===== config.mk =====
export PLATFORM = sky130hd
export DESIGN_NAME = tcw_front_flat
export DESIGN_NICKNAME = d
export VERILOG_FILES = /design/src/tcw_pkg.sv /design/src/tcw_ifs.sv /design/src/tcw_front.sv /design/src/flat_wrapper.sv
export SDC_FILE = /design/constraint.sdc
export NUM_CORES = 1
export LEC_CHECK = 0
export BUFFER_PORTS_ARGS = -buffer_cell sky130_fd_sc_hd__buf_4
export CORE_MARGIN = 2
export CORE_UTILIZATION = 55
export DETAILED_ROUTE_END_ITERATION = 6
export PLACE_DENSITY = 0.8
export SYNTH_ARGS = -nofsm -noshare
export SYNTH_HDL_FRONTEND = slang
export SYNTH_SLANG_ARGS = --single-unit

===== constraint.sdc =====
create_clock -name clk -period 3.2 [get_ports clk]
set_input_delay 0.32 -clock clk [delete_from_list [all_inputs] [get_ports clk]]
set_output_delay 0.32 -clock clk [all_outputs]
set_load 0.03 [all_outputs]

===== src/tcw_pkg.sv =====
// Package of the text console writer: operation codes, queue entry type and constants.
package tcw_pkg;

	localparam int unsigned MODE_W  = 2;
	localparam int unsigned CHAR_W  = 8;
	localparam int unsigned INDEX_W = 11;
	localparam int unsigned POS_W   = 11;
	localparam int unsigned CELL_W  = 16;
	localparam int unsigned ATTR_W  = 8;

	// Input modes
	localparam logic [MODE_W-1:0] MODE_WRITE = 2'd0;
	localparam logic [MODE_W-1:0] MODE_READ  = 2'd1;
	localparam logic [MODE_W-1:0] MODE_CLEAR = 2'd2;

	// Special characters
	localparam logic [CHAR_W-1:0] CHAR_NUL     = 8'h00;
	localparam logic [CHAR_W-1:0] CHAR_TAB     = 8'h09;
	localparam logic [CHAR_W-1:0] CHAR_NEWLINE = 8'h0A;
	localparam logic [CHAR_W-1:0] CHAR_RETURN  = 8'h0D;
	localparam logic [CHAR_W-1:0] CHAR_BLANK   = 8'h20;

	localparam logic [ATTR_W-1:0] ATTR_RESET = 8'd113;

	// Operation decided by the front end
	typedef enum logic [2:0] {
		OP_NOP,
		OP_READ,
		OP_CLEAR,
		OP_NEWLINE,
		OP_RETURN,
		OP_TAB,
		OP_PRINT
	} op_kind_t;

	typedef struct packed {
		op_kind_t             kind;
		logic [CHAR_W-1:0]    char_code;
		logic [INDEX_W-1:0]   cell_index;
		logic                 in_range;
	} op_t;

endpackage


===== src/tcw_ifs.sv =====
// Handshake interfaces of the text console writer: command and response channels.
interface tcw_cmd_if
	import tcw_pkg::*;
();
	logic               valid;
	logic               ready;
	logic [MODE_W-1:0]  mode;
	logic [CHAR_W-1:0]  char_code;
	logic [INDEX_W-1:0] cell_index;

	modport source (output valid, mode, char_code, cell_index, input ready);
	modport sink   (input valid, mode, char_code, cell_index, output ready);
endinterface



===== src/tcw_front.sv =====
// Front end: accepts command items, classifies them and holds them in a two-entry queue.
module tcw_front
	import tcw_pkg::*;
#(
	parameter int unsigned CELL_COUNT = 2000
) (
	input  logic       clk,
	input  logic       arst_n,
	tcw_cmd_if.sink    cmd,
	output logic       op_valid,
	input  logic       op_ready,
	output op_t        op_head
);

	localparam int unsigned DEPTH = 2;

	op_t        fifo_q [DEPTH];
	logic       wr_ptr_q;
	logic       rd_ptr_q;
	logic [1:0] count_q;
	op_t        op_new;
	logic       push;
	logic       pop;

	// Classify the incoming item
	always_comb begin
		op_new.char_code  = cmd.char_code;
		op_new.cell_index = cmd.cell_index;
		op_new.in_range   = (32'(cmd.cell_index) < 32'(CELL_COUNT));
		case (cmd.mode)
			MODE_WRITE: begin
				unique case (cmd.char_code)
					CHAR_NUL:     op_new.kind = OP_NOP;
					CHAR_NEWLINE: op_new.kind = OP_NEWLINE;
					CHAR_RETURN:  op_new.kind = OP_RETURN;
					CHAR_TAB:     op_new.kind = OP_TAB;
					default:      op_new.kind = OP_PRINT;
				endcase
			end
			MODE_READ:  op_new.kind = OP_READ;
			MODE_CLEAR: op_new.kind = OP_CLEAR;
			default:    op_new.kind = OP_NOP;
		endcase
	end

	assign cmd.ready = (count_q != 2'(DEPTH));
	assign push      = cmd.valid && cmd.ready;
	assign op_valid  = (count_q != 2'd0);
	assign pop       = op_valid && op_ready;
	assign op_head   = fifo_q[rd_ptr_q];

	// Queue storage
	always_ff @(posedge clk) begin
		if (push) begin
			fifo_q[wr_ptr_q] <= op_new;
		end
	end

	// Queue pointers and fill level
	always_ff @(posedge clk or negedge arst_n) begin
		if (!arst_n) begin
			wr_ptr_q <= 1'b0;
			rd_ptr_q <= 1'b0;
			count_q  <= 2'd0;
		end else begin
			if (push) begin
				wr_ptr_q <= ~wr_ptr_q;
			end
			if (pop) begin
				rd_ptr_q <= ~rd_ptr_q;
			end
			count_q <= count_q + 2'(push) - 2'(pop);
		end
	end

endmodule


===== src/flat_wrapper.sv =====
// flat-port wrapper written by rule: the top's interface ports become plain ports
module tcw_front_flat import tcw_pkg::*;
#(
	parameter int unsigned CELL_COUNT = 2000
)
  (clk, arst_n, op_valid, op_ready, op_head, cmd_valid, cmd_mode, cmd_char_code, cmd_cell_index, cmd_ready);
  tcw_cmd_if cmd_i ();
  input  logic clk;
  input  logic arst_n;
  output logic op_valid;
  input  logic op_ready;
  output op_t op_head;
  input wire logic [$bits(cmd_i.valid)-1:0] cmd_valid;
  input wire logic [$bits(cmd_i.mode)-1:0] cmd_mode;
  input wire logic [$bits(cmd_i.char_code)-1:0] cmd_char_code;
  input wire logic [$bits(cmd_i.cell_index)-1:0] cmd_cell_index;
  output wire logic [$bits(cmd_i.ready)-1:0] cmd_ready;
  assign cmd_i.valid = cmd_valid;
  assign cmd_i.mode = cmd_mode;
  assign cmd_i.char_code = cmd_char_code;
  assign cmd_i.cell_index = cmd_cell_index;
  assign cmd_ready = cmd_i.ready;
  tcw_front #(.CELL_COUNT(CELL_COUNT)) u_core (.clk(clk), .arst_n(arst_n), .cmd(cmd_i), .op_valid(op_valid), .op_ready(op_ready), .op_head(op_head));
endmodule

# Word-level counts from Yosys, hierarchy flattened
# Memories as Yosys holds them, arrays and structs flattened.
# Index checks and enable logic that the tools add are counted.
# word_totals
reg_bits,4
mem_bits_rw,46
output_inout_bits,25
wordCells,24
mem_count,1
# mem_list
memory,depth,width,rd,rd_clocked_by_memory_dff,wr,line_no,source
u_core.fifo_q,2,23,1,0,1,tcw_front.sv:17,op_t fifo_q [DEPTH];
# op_classes
addsub,2
order_cmp,1
eq_ne,6
muxes,4
bitwise,2
reduce_logical,5
# ops
op,n
$eq A8 B4 Y1 const B,3
$pmux W3 S4,1
$lt A11 B11 Y1 const B,1
$pmux W3 S3,1
$logic_not A8 Y1,1
$add A2 B1 Y2,1
$eq A2 B1 Y1 const B,1
$eq A2 B2 Y1 const B,1
$logic_and A1 B1 Y1,2
$logic_not A2 Y1,1
$mux W1,2
$ne A2 B2 Y1 const B,1
$not A1 Y1,2
$reduce_bool A2 Y1,1
$sub A2 B1 Y2,1

# Depth between registers and ports, before layout
# Gate-level depths: netlist of run 1.
# depth
word_depth,4
depth_mapped,7

# Worst setup path before layout of run 1
# No wires, ideal clock.
# synth_path
path_type,flip-flop to flip-flop
from,reg u_core.count_q[1]
to,"mem u_core.fifo_q[0][0] (netlist name), enable pin"
arrival_time_ns,1.824
required_time_ns,2.797
setup_slack_ns,0.974
path_stages_with_launch,4
n_path_buf,0
period_less_slack_ns,2.226
path_cell_list,dfrtp_1 nand2b_1 nand2_1 nor2_1
# synth_between
elab_chain_len,4
# synth_rtl
element,line_no,source
from (decl),tcw_front.sv:20,logic [1:0] count_q;
from (signal assigned),tcw_front.sv:72,count_q <= count_q + 2'(push) - 2'(pop);
$ne A2 B2 Y1,tcw_front.sv:46,assign cmd.ready = (count_q != 2'(DEPTH));
named net cmd_ready,flat_wrapper.sv:17,output wire logic [$bits(cmd_i.ready)-1:0] cmd_ready;
$logic_and A1 B1 Y1,tcw_front.sv:47,assign push = cmd.valid && cmd.ready;
$mux W1,tcw_front.sv:54,if (push) begin
$mux W1 (implied by the code),tcw_front.sv:55,fifo_q[wr_ptr_q] <= op_new;
to (decl),tcw_front.sv:17,
# The timed path passes the listed nets, and every way through them passes these cells.

==> results of run 1 <==
final cells by class:
type	instances	area [sq um]	area share (%)
clock buffers	6	82.6	3.21
flip-flops and latches	50	1480	57.6
inverters	4	15.0	0.584
multi-input cells	47	528	20.5
well taps	48	60.1	2.33
clock inverters	2	12.5	0.486
repair buffers	52	393	15.3
worst max path at each step:
stage / from / depth (start not counted) / slack (ns) / end
after global routing: u_core.rd_ptr_q$_DFFE_PN0P_ / 3 / 0.81 / op_head[2]
after detailed placement: u_core.rd_ptr_q$_DFFE_PN0P_ / 3 / 1.22 / op_head[2]
after global placement: u_core.rd_ptr_q$_DFFE_PN0P_ / 3 / 1.25 / op_head[2]
final: u_core.rd_ptr_q$_DFFE_PN0P_ / 3 / 0.90 / op_head[2]
after CTS: u_core.rd_ptr_q$_DFFE_PN0P_ / 3 / 0.88 / op_head[2]
after floorplan: u_core.count_q[1]$_DFF_PN0_ / 3 / 0.97 / u_core.fifo_q[0][0]$_DFFE_PP_
layer usage:
metal | share of wire, % | GRT usage [%]
met2 | 54 | 31.1
met3 | 7.5 | 5.82
met4 | 1.2 | 6.25
met5 | 0 | 0
met1 | 37 | 18.8
power by group through the flow:
stage	clock network [mW]	registers, mW	logic, mW
after floorplan	0	0.949	0.776
after global placement	0	0.991	1.01
after detailed placement	0	1.01	1.03
after CTS	0.380	0.992	1.03
after global routing	0.402	1.01	1.07
final	0.370	0.989	1.02
registers in the layout, summed over array words and instances, names as in the netlist:
| signal | count |
|---|---|
| u_core.fifo_q | 46 |
| u_core.count_q | 2 |
| u_core.rd_ptr_q | 1 |
| u_core.wr_ptr_q | 1 |
critical path: cells and delay by family, from the launching register on:
family                 cells  cell delay [ns]
muxes                      1             0.35
DFF                        1             0.78
buffers and inverters      2             0.54
synthesized netlist by cell type:
library cell,instances,area [sq um]
edfxtp_1,46,1380
mux2_4,19,285
dfrtp_1,4,100
inv_1,4,15.0
mux2_1,4,45.0
nor2_1,4,15.0
xnor2_1,4,35.0
buf_6,3,33.8
and3_1,2,12.5
ha_1,2,25.0
xor2_1,2,17.5
a311oi_1,1,8.76
a31oi_1,1,6.26
a41oi_1,1,8.76
and2_4,1,8.76
mux2_2,1,11.3
nand2_1,1,3.75
nand2b_1,1,6.26
nor4_4,1,21.3
o2111ai_1,1,8.76
or2_1,1,6.26
cell families (layout without fill, tap and decap cells):
logic type / Yosys count / after routing / share of synthesized area (%)
AOI/OAI and AO/OA: 4 / 4 / 1.58
muxes: 24 / 24 / 16.6
xor gates and xnor gates: 6 / 6 / 2.56
buffers and inverters: 7 / 64 / 2.37
adders and majority gates: 2 / 2 / 1.22
and+or+nand+nor: 11 / 11 / 3.59
DFF: 50 / 50 / 72.1
through the flow:
step / setup WS (ns) / hold slack (ns) / total power [mW] / instances
2_1_floorplan: 0.974 / 0.0244 / 1.72 / 104
3_3_place_gp: 1.25 / 0.119 / 2.00 / 200
3_5_place_dp: 1.22 / 0.122 / 2.04 / 200
4_1_cts: 0.879 / 0.188 / 2.40 / 209
5_1_grt: 0.813 / 0.187 / 2.48 / 209
6_report: 0.902 / 0.198 / 2.38 / 209
==> impl_metrics.json, run 1 <==
{
  "hp-start": "cmd_cell_index[1]",
  "end_kind": "primary output",
  "r2r.worst_path.cells": 2,
  "hold_buffers": 1,
  "tightest_slew_ns": 1.06,
  "relSlewSlack_pct": 29.1,
  "postCtsResizedCells": 0,
  "worstReg2RegStart": "u_core.count_q[1]$_DFF_PN0_",
  "r2r_end": "u_core.fifo_q[1][17]$_DFFE_PP_",
  "synth-seq-cells": 50,
  "maxCapViolCount": 0,
  "grt_pass1_wl_microns": 5200,
  "p_sw_mw": 0.844,
  "clkPwrFrac_pct": 15.6,
  "routed_via_density": 5.18,
  "clk_latency_ns": 0.30,
  "path_common_cell": "buf_4",
  "wire_per_inst_microns": 16.3,
  "post_cts_buffers": 0,
  "tns_ns": 0,
  "mostFrequentLayoutCell": "buf_4",
  "ios": 50,
  "dpl-instance-area_sq_um": 2470,
  "vias": 1082,
  "area_growth_pct": 25.1,
  "critPathSlowestCell": "dfrtp_1",
  "ir_worst_vdd_v": 0.000670,
  "hpwlAfterDp_microns": 2500,
  "yosysUniqueCellTypes": 21,
  "seqPwrFrac_pct": 41.6,
  "p_comb_share_pct": 42.8,
  "grt-ovfl-total": 0,
  "syn_area_per_cell_sq_um": 19.8,
  "design_area_sq_um": 2570,
  "holdPathStages": 1,
  "drcViolationCount": 0,
  "worstPathCellList": "buf_4, mux2_1, buf_4",
  "p_leak_nw": 1.04,
  "io_buffers": 49,
  "clock_sinks": 50,
  "drive_gt1_share_pct": 50.9,
  "r2r_slack_ns": 1.38,
  "start_util_pct": 56.6,
  "diodes": 0,
  "gp_routability_congestion": 0.722,
  "crit_arrival_ns": 1.98,
  "cts-root-buf": "clkbuf_8",
  "critPathMaxFanout": 13,
  "ys_warn_count": 0,
  "fp.dieW_microns": 65.1,
  "grt_pass1_vias": 1113,
  "rows": 22,
  "layout_common_cells": "51 x buf_4, 46 x edfxtp_1, 19 x mux2_4",
  "cts-buffers-inserted": 5,
  "cts_tree": "built",
  "final_util_pct": 70.8,
  "setup_viol": 0,
  "ant_nets": 0,
  "grt.total_usage_pct": 17.2,
  "post-route-period-util_pct": 71.8,
  "netlist_instances": 104,
  "first_pass_iters": 4,
  "max_freq_mhz": 435,
  "hold_path_end": "u_core.fifo_q[0][2]$_DFFE_PP_",
  "routed_wl_microns": 3410,
  "fin_nets": 187,
  "power_density_nw_per_um2": 924,
  "cts_max_path_buffers": 2,
  "drv_slew": 0,
  "hold_violations": 0,
  "critPathLaunchType": "flip-flop",
  "crit_required_ns": 2.88,
  "min_period_ns": 2.30,
  "yosysSeqAreaShare_pct": 72.1,
  "slowest_delay_ns": 0.78,
  "power.internal_mw": 1.53,
  "rsz0062_at_grt": "false",
  "antenna_found_initial": 0,
  "skew_ns": 0.00772,
  "hold_path.class": "in2reg",
  "htreeDepth": 2,
  "fp.dieH_microns": 65.1,
  "num-fill-cells": 273,
  "drtIter0Drc": 31,
  "syn-num-nets": 131,
  "syn_area_sq_um": 2060,
  "clkTransAtPathRegs_ns": 0.09,
  "core_area_sq_um": 3630,
  "status": "finished clean",
  "swShare_pct": 35.5,
  "grt_start_max_net_pins": 24,
  "path_class": "reg2out",
  "die_area_sq_um": 4240
}
No activity file was read; power rests on OpenSTA's default activity.
==> run 2, diff against run 1 <==
--- a/config.mk
+++ b/config.mk
@@ -7,9 +7,9 @@
 export LEC_CHECK = 0
 export BUFFER_PORTS_ARGS = -buffer_cell sky130_fd_sc_hd__buf_4
 export CORE_MARGIN = 2
-export CORE_UTILIZATION = 55
+export CORE_UTILIZATION = 52
 export DETAILED_ROUTE_END_ITERATION = 6
-export PLACE_DENSITY = 0.8
+export PLACE_DENSITY = 0.76
 export SYNTH_ARGS = -nofsm -noshare
 export SYNTH_HDL_FRONTEND = slang
 export SYNTH_SLANG_ARGS = --single-unit
==> constraint.sdc (replaced) <==
create_clock -name clk -period 2.4 [get_ports clk]
set_input_delay 0.24 -clock clk [delete_from_list [all_inputs] [get_ports clk]]
set_output_delay 0.24 -clock clk [all_outputs]
set_load 0.03 [all_outputs]
==> run 2 against run 1 <==
Compared with the run above: via count is 0.28% higher; global-route usage decreased by 1.2 points; clock power grew 19%; total power is 33% higher; design area grew 0.49%; cell count increased by 0.96%; wire length shrank 5.0%; critical path depth is the same; non-clock buffer count up 2; highest routed layer unchanged; combinational power rose by 40%; sequential power up 29%; clock skew down 0.0043 ns.
==> impl_metrics.json, run 2 (synthesized netlist as in run 1, its figures left out) <==
{
  "critPathSlowestCell": "dfrtp_1",
  "drv_slew": 0,
  "max_flop_register": "u_core.fifo_q",
  "final_util_pct": 69.1,
  "clkTransAtPathRegs_ns": 0.08,
  "dpl-instance-area_sq_um": 2490,
  "hpwlAfterDp_microns": 2350,
  "r2r_slack_ns": 0.71,
  "routed_wl_microns": 3240,
  "cts_max_path_buffers": 2,
  "ios": 50,
  "drcViolationCount": 0,
  "tns_ns": 0,
  "route.met2.wl_microns": 1710,
  "layout_common_cells": "52 x buf_4, 46 x edfxtp_1, 19 x mux2_4",
  "slowest_delay_ns": 0.53,
  "routed_via_density": 5.14,
  "drtIter0Drc": 59,
  "hold_violations": 0,
  "power_density_nw_per_um2": 1220,
  "wl_met1_microns": 1270,
  "grt_pass1_wl_microns": 4970,
  "grt_start_max_net_pins": 21,
  "min_period_ns": 1.82,
  "fp.dieW_microns": 66.9,
  "cts_tree": "built",
  "hold_buffers": 1,
  "first_pass_iters": 4,
  "cts-root-buf": "clkbuf_8",
  "routed.top_layer": "met4",
  "postCtsResizedCells": 0,
  "seqPwrFrac_pct": 40.7,
  "clk_latency_ns": 0.29,
  "grt_pass1_vias": 1089,
  "top_regs": "u_core.fifo_q (46), u_core.count_q (2)",
  "clock_sinks": 50,
  "end_kind": "primary output",
  "crit_arrival_ns": 1.58,
  "p_leak_nw": 1.05,
  "core_area_sq_um": 3740,
  "r2r.worst_path.cells": 7,
  "cp-startpoint": "u_core.rd_ptr_q$_DFFE_PN0P_",
  "start_util_pct": 54.9,
  "p_sw_mw": 1.11,
  "r2r_end": "u_core.count_q[1]$_DFF_PN0_",
  "rows": 22,
  "ir_worst_vdd_v": 0.000681,
  "routed-wl-met3_microns": 232,
  "swShare_pct": 35.3,
  "die_area_sq_um": 4470,
  "p_comb_share_pct": 45.3,
  "worstPathCellList": "buf_12, mux2_1, buf_4",
  "io_buffers": 49,
  "tightest_slew_ns": 0.306,
  "fin_nets": 189,
  "wire_per_inst_microns": 15.3,
  "critPathLaunchType": "flip-flop",
  "setup_viol": 0,
  "antenna_found_initial": 0,
  "diodes": 0,
  "path_class": "reg2out",
  "maxCapViolCount": 0,
  "ant_nets": 0,
  "htreeDepth": 2,
  "skew_ns": 0.00346,
  "fp.dieH_microns": 66.9,
  "power.internal_mw": 2.04,
  "holdPathStages": 1,
  "hold_path.class": "in2reg",
  "relSlewSlack_pct": 79.5,
  "grt.total_usage_pct": 16.0,
  "gp_routability_congestion": 0.681,
  "post-route-period-util_pct": 75.9,
  "clkPwrFrac_pct": 14.0,
  "vias": 1085,
  "hp-start": "cmd_cell_index[0]",
  "place_ws_ns": 0.726,
  "area_growth_pct": 25.7,
  "status": "finished clean",
  "grt-ovfl-total": 0,
  "critPathMaxFanout": 20,
  "worstReg2RegStart": "u_core.count_q[1]$_DFF_PN0_",
  "mostFrequentLayoutCell": "buf_4",
  "max_freq_mhz": 549,
  "hold_path_end": "u_core.fifo_q[0][1]$_DFFE_PP_",
  "post_cts_buffers": 0,
  "cts-buffers-inserted": 5,
  "drive_gt1_share_pct": 49.7,
  "rsz0062_at_grt": "false",
  "setup_slack_ns": 0.579,
  "largest_register_ffs": 46,
  "crit_required_ns": 2.16,
  "design_area_sq_um": 2580
}
## run 2: changes by cell type in the layout (fill, tap and decap cells not counted)
cell        change
clkinv_2        -1
clkbuf_8        -1
buf_4           +1
clkinv_1        +3
buf_12          +1
clkinvlp_4      -1
## run 2: stage by stage
| stage | hold WS, ns | instances | power [mW] |
|---|---|---|---|
| after global routing | 0.106 | 211 | 3.32 |
| final | 0.129 | 211 | 3.15 |
| after floorplan | -0.0556 | 104 | 2.30 |
| after CTS | 0.124 | 211 | 3.18 |
| after global placement | 0.0381 | 202 | 2.70 |
| after detailed placement | 0.0405 | 202 | 2.75 |
## run 2: area by class of cell
class                   count  area (sq um)
clock buffers               5          68.8
clock inverters             3          11.3
fillers                   260          1160
inverters                   4          15.0
multi-input cells          47           528
flip-flops and latches     50          1480
well taps                  48          60.1
repair buffers             54           420
## run 2: how the worst max path moves through the flow
stage / cells past startpoint / slack (ns) / endpoint
final: 3 / 0.58 / op_head[22]
after global routing: 3 / 0.51 / op_head[22]
after CTS: 3 / 0.55 / op_head[22]
after detailed placement: 7 / 0.73 / u_core.count_q[1]$_DFF_PN0_
after global placement: 7 / 0.79 / u_core.count_q[1]$_DFF_PN0_
after floorplan: 3 / 0.17 / u_core.fifo_q[0][0]$_DFFE_PP_
## run 2: power groups by stage
stage,combinational (mW),clock [mW],sequential (mW)
6_report,1.43,0.441,1.28
5_1_grt,1.52,0.503,1.30
4_1_cts,1.45,0.449,1.28
3_5_place_dp,1.44,0,1.31
3_3_place_gp,1.42,0,1.29
2_1_floorplan,1.03,0,1.27
## run 2: worst max-delay path, delay by kind of cell (launching register included)
| family | cells | cell delay, ns |
|---|---|---|
| flip-flops | 1 | 0.53 |
| buffers and inverters | 2 | 0.41 |
| multiplexers | 1 | 0.34 |
## run 2: layer usage
layer	vias to the layer above	global-route usage (%)
met5	-	0
met4	0	4.59
met3	3	6.93
met2	44	26.8
met1	528	18.9
li1	510	-
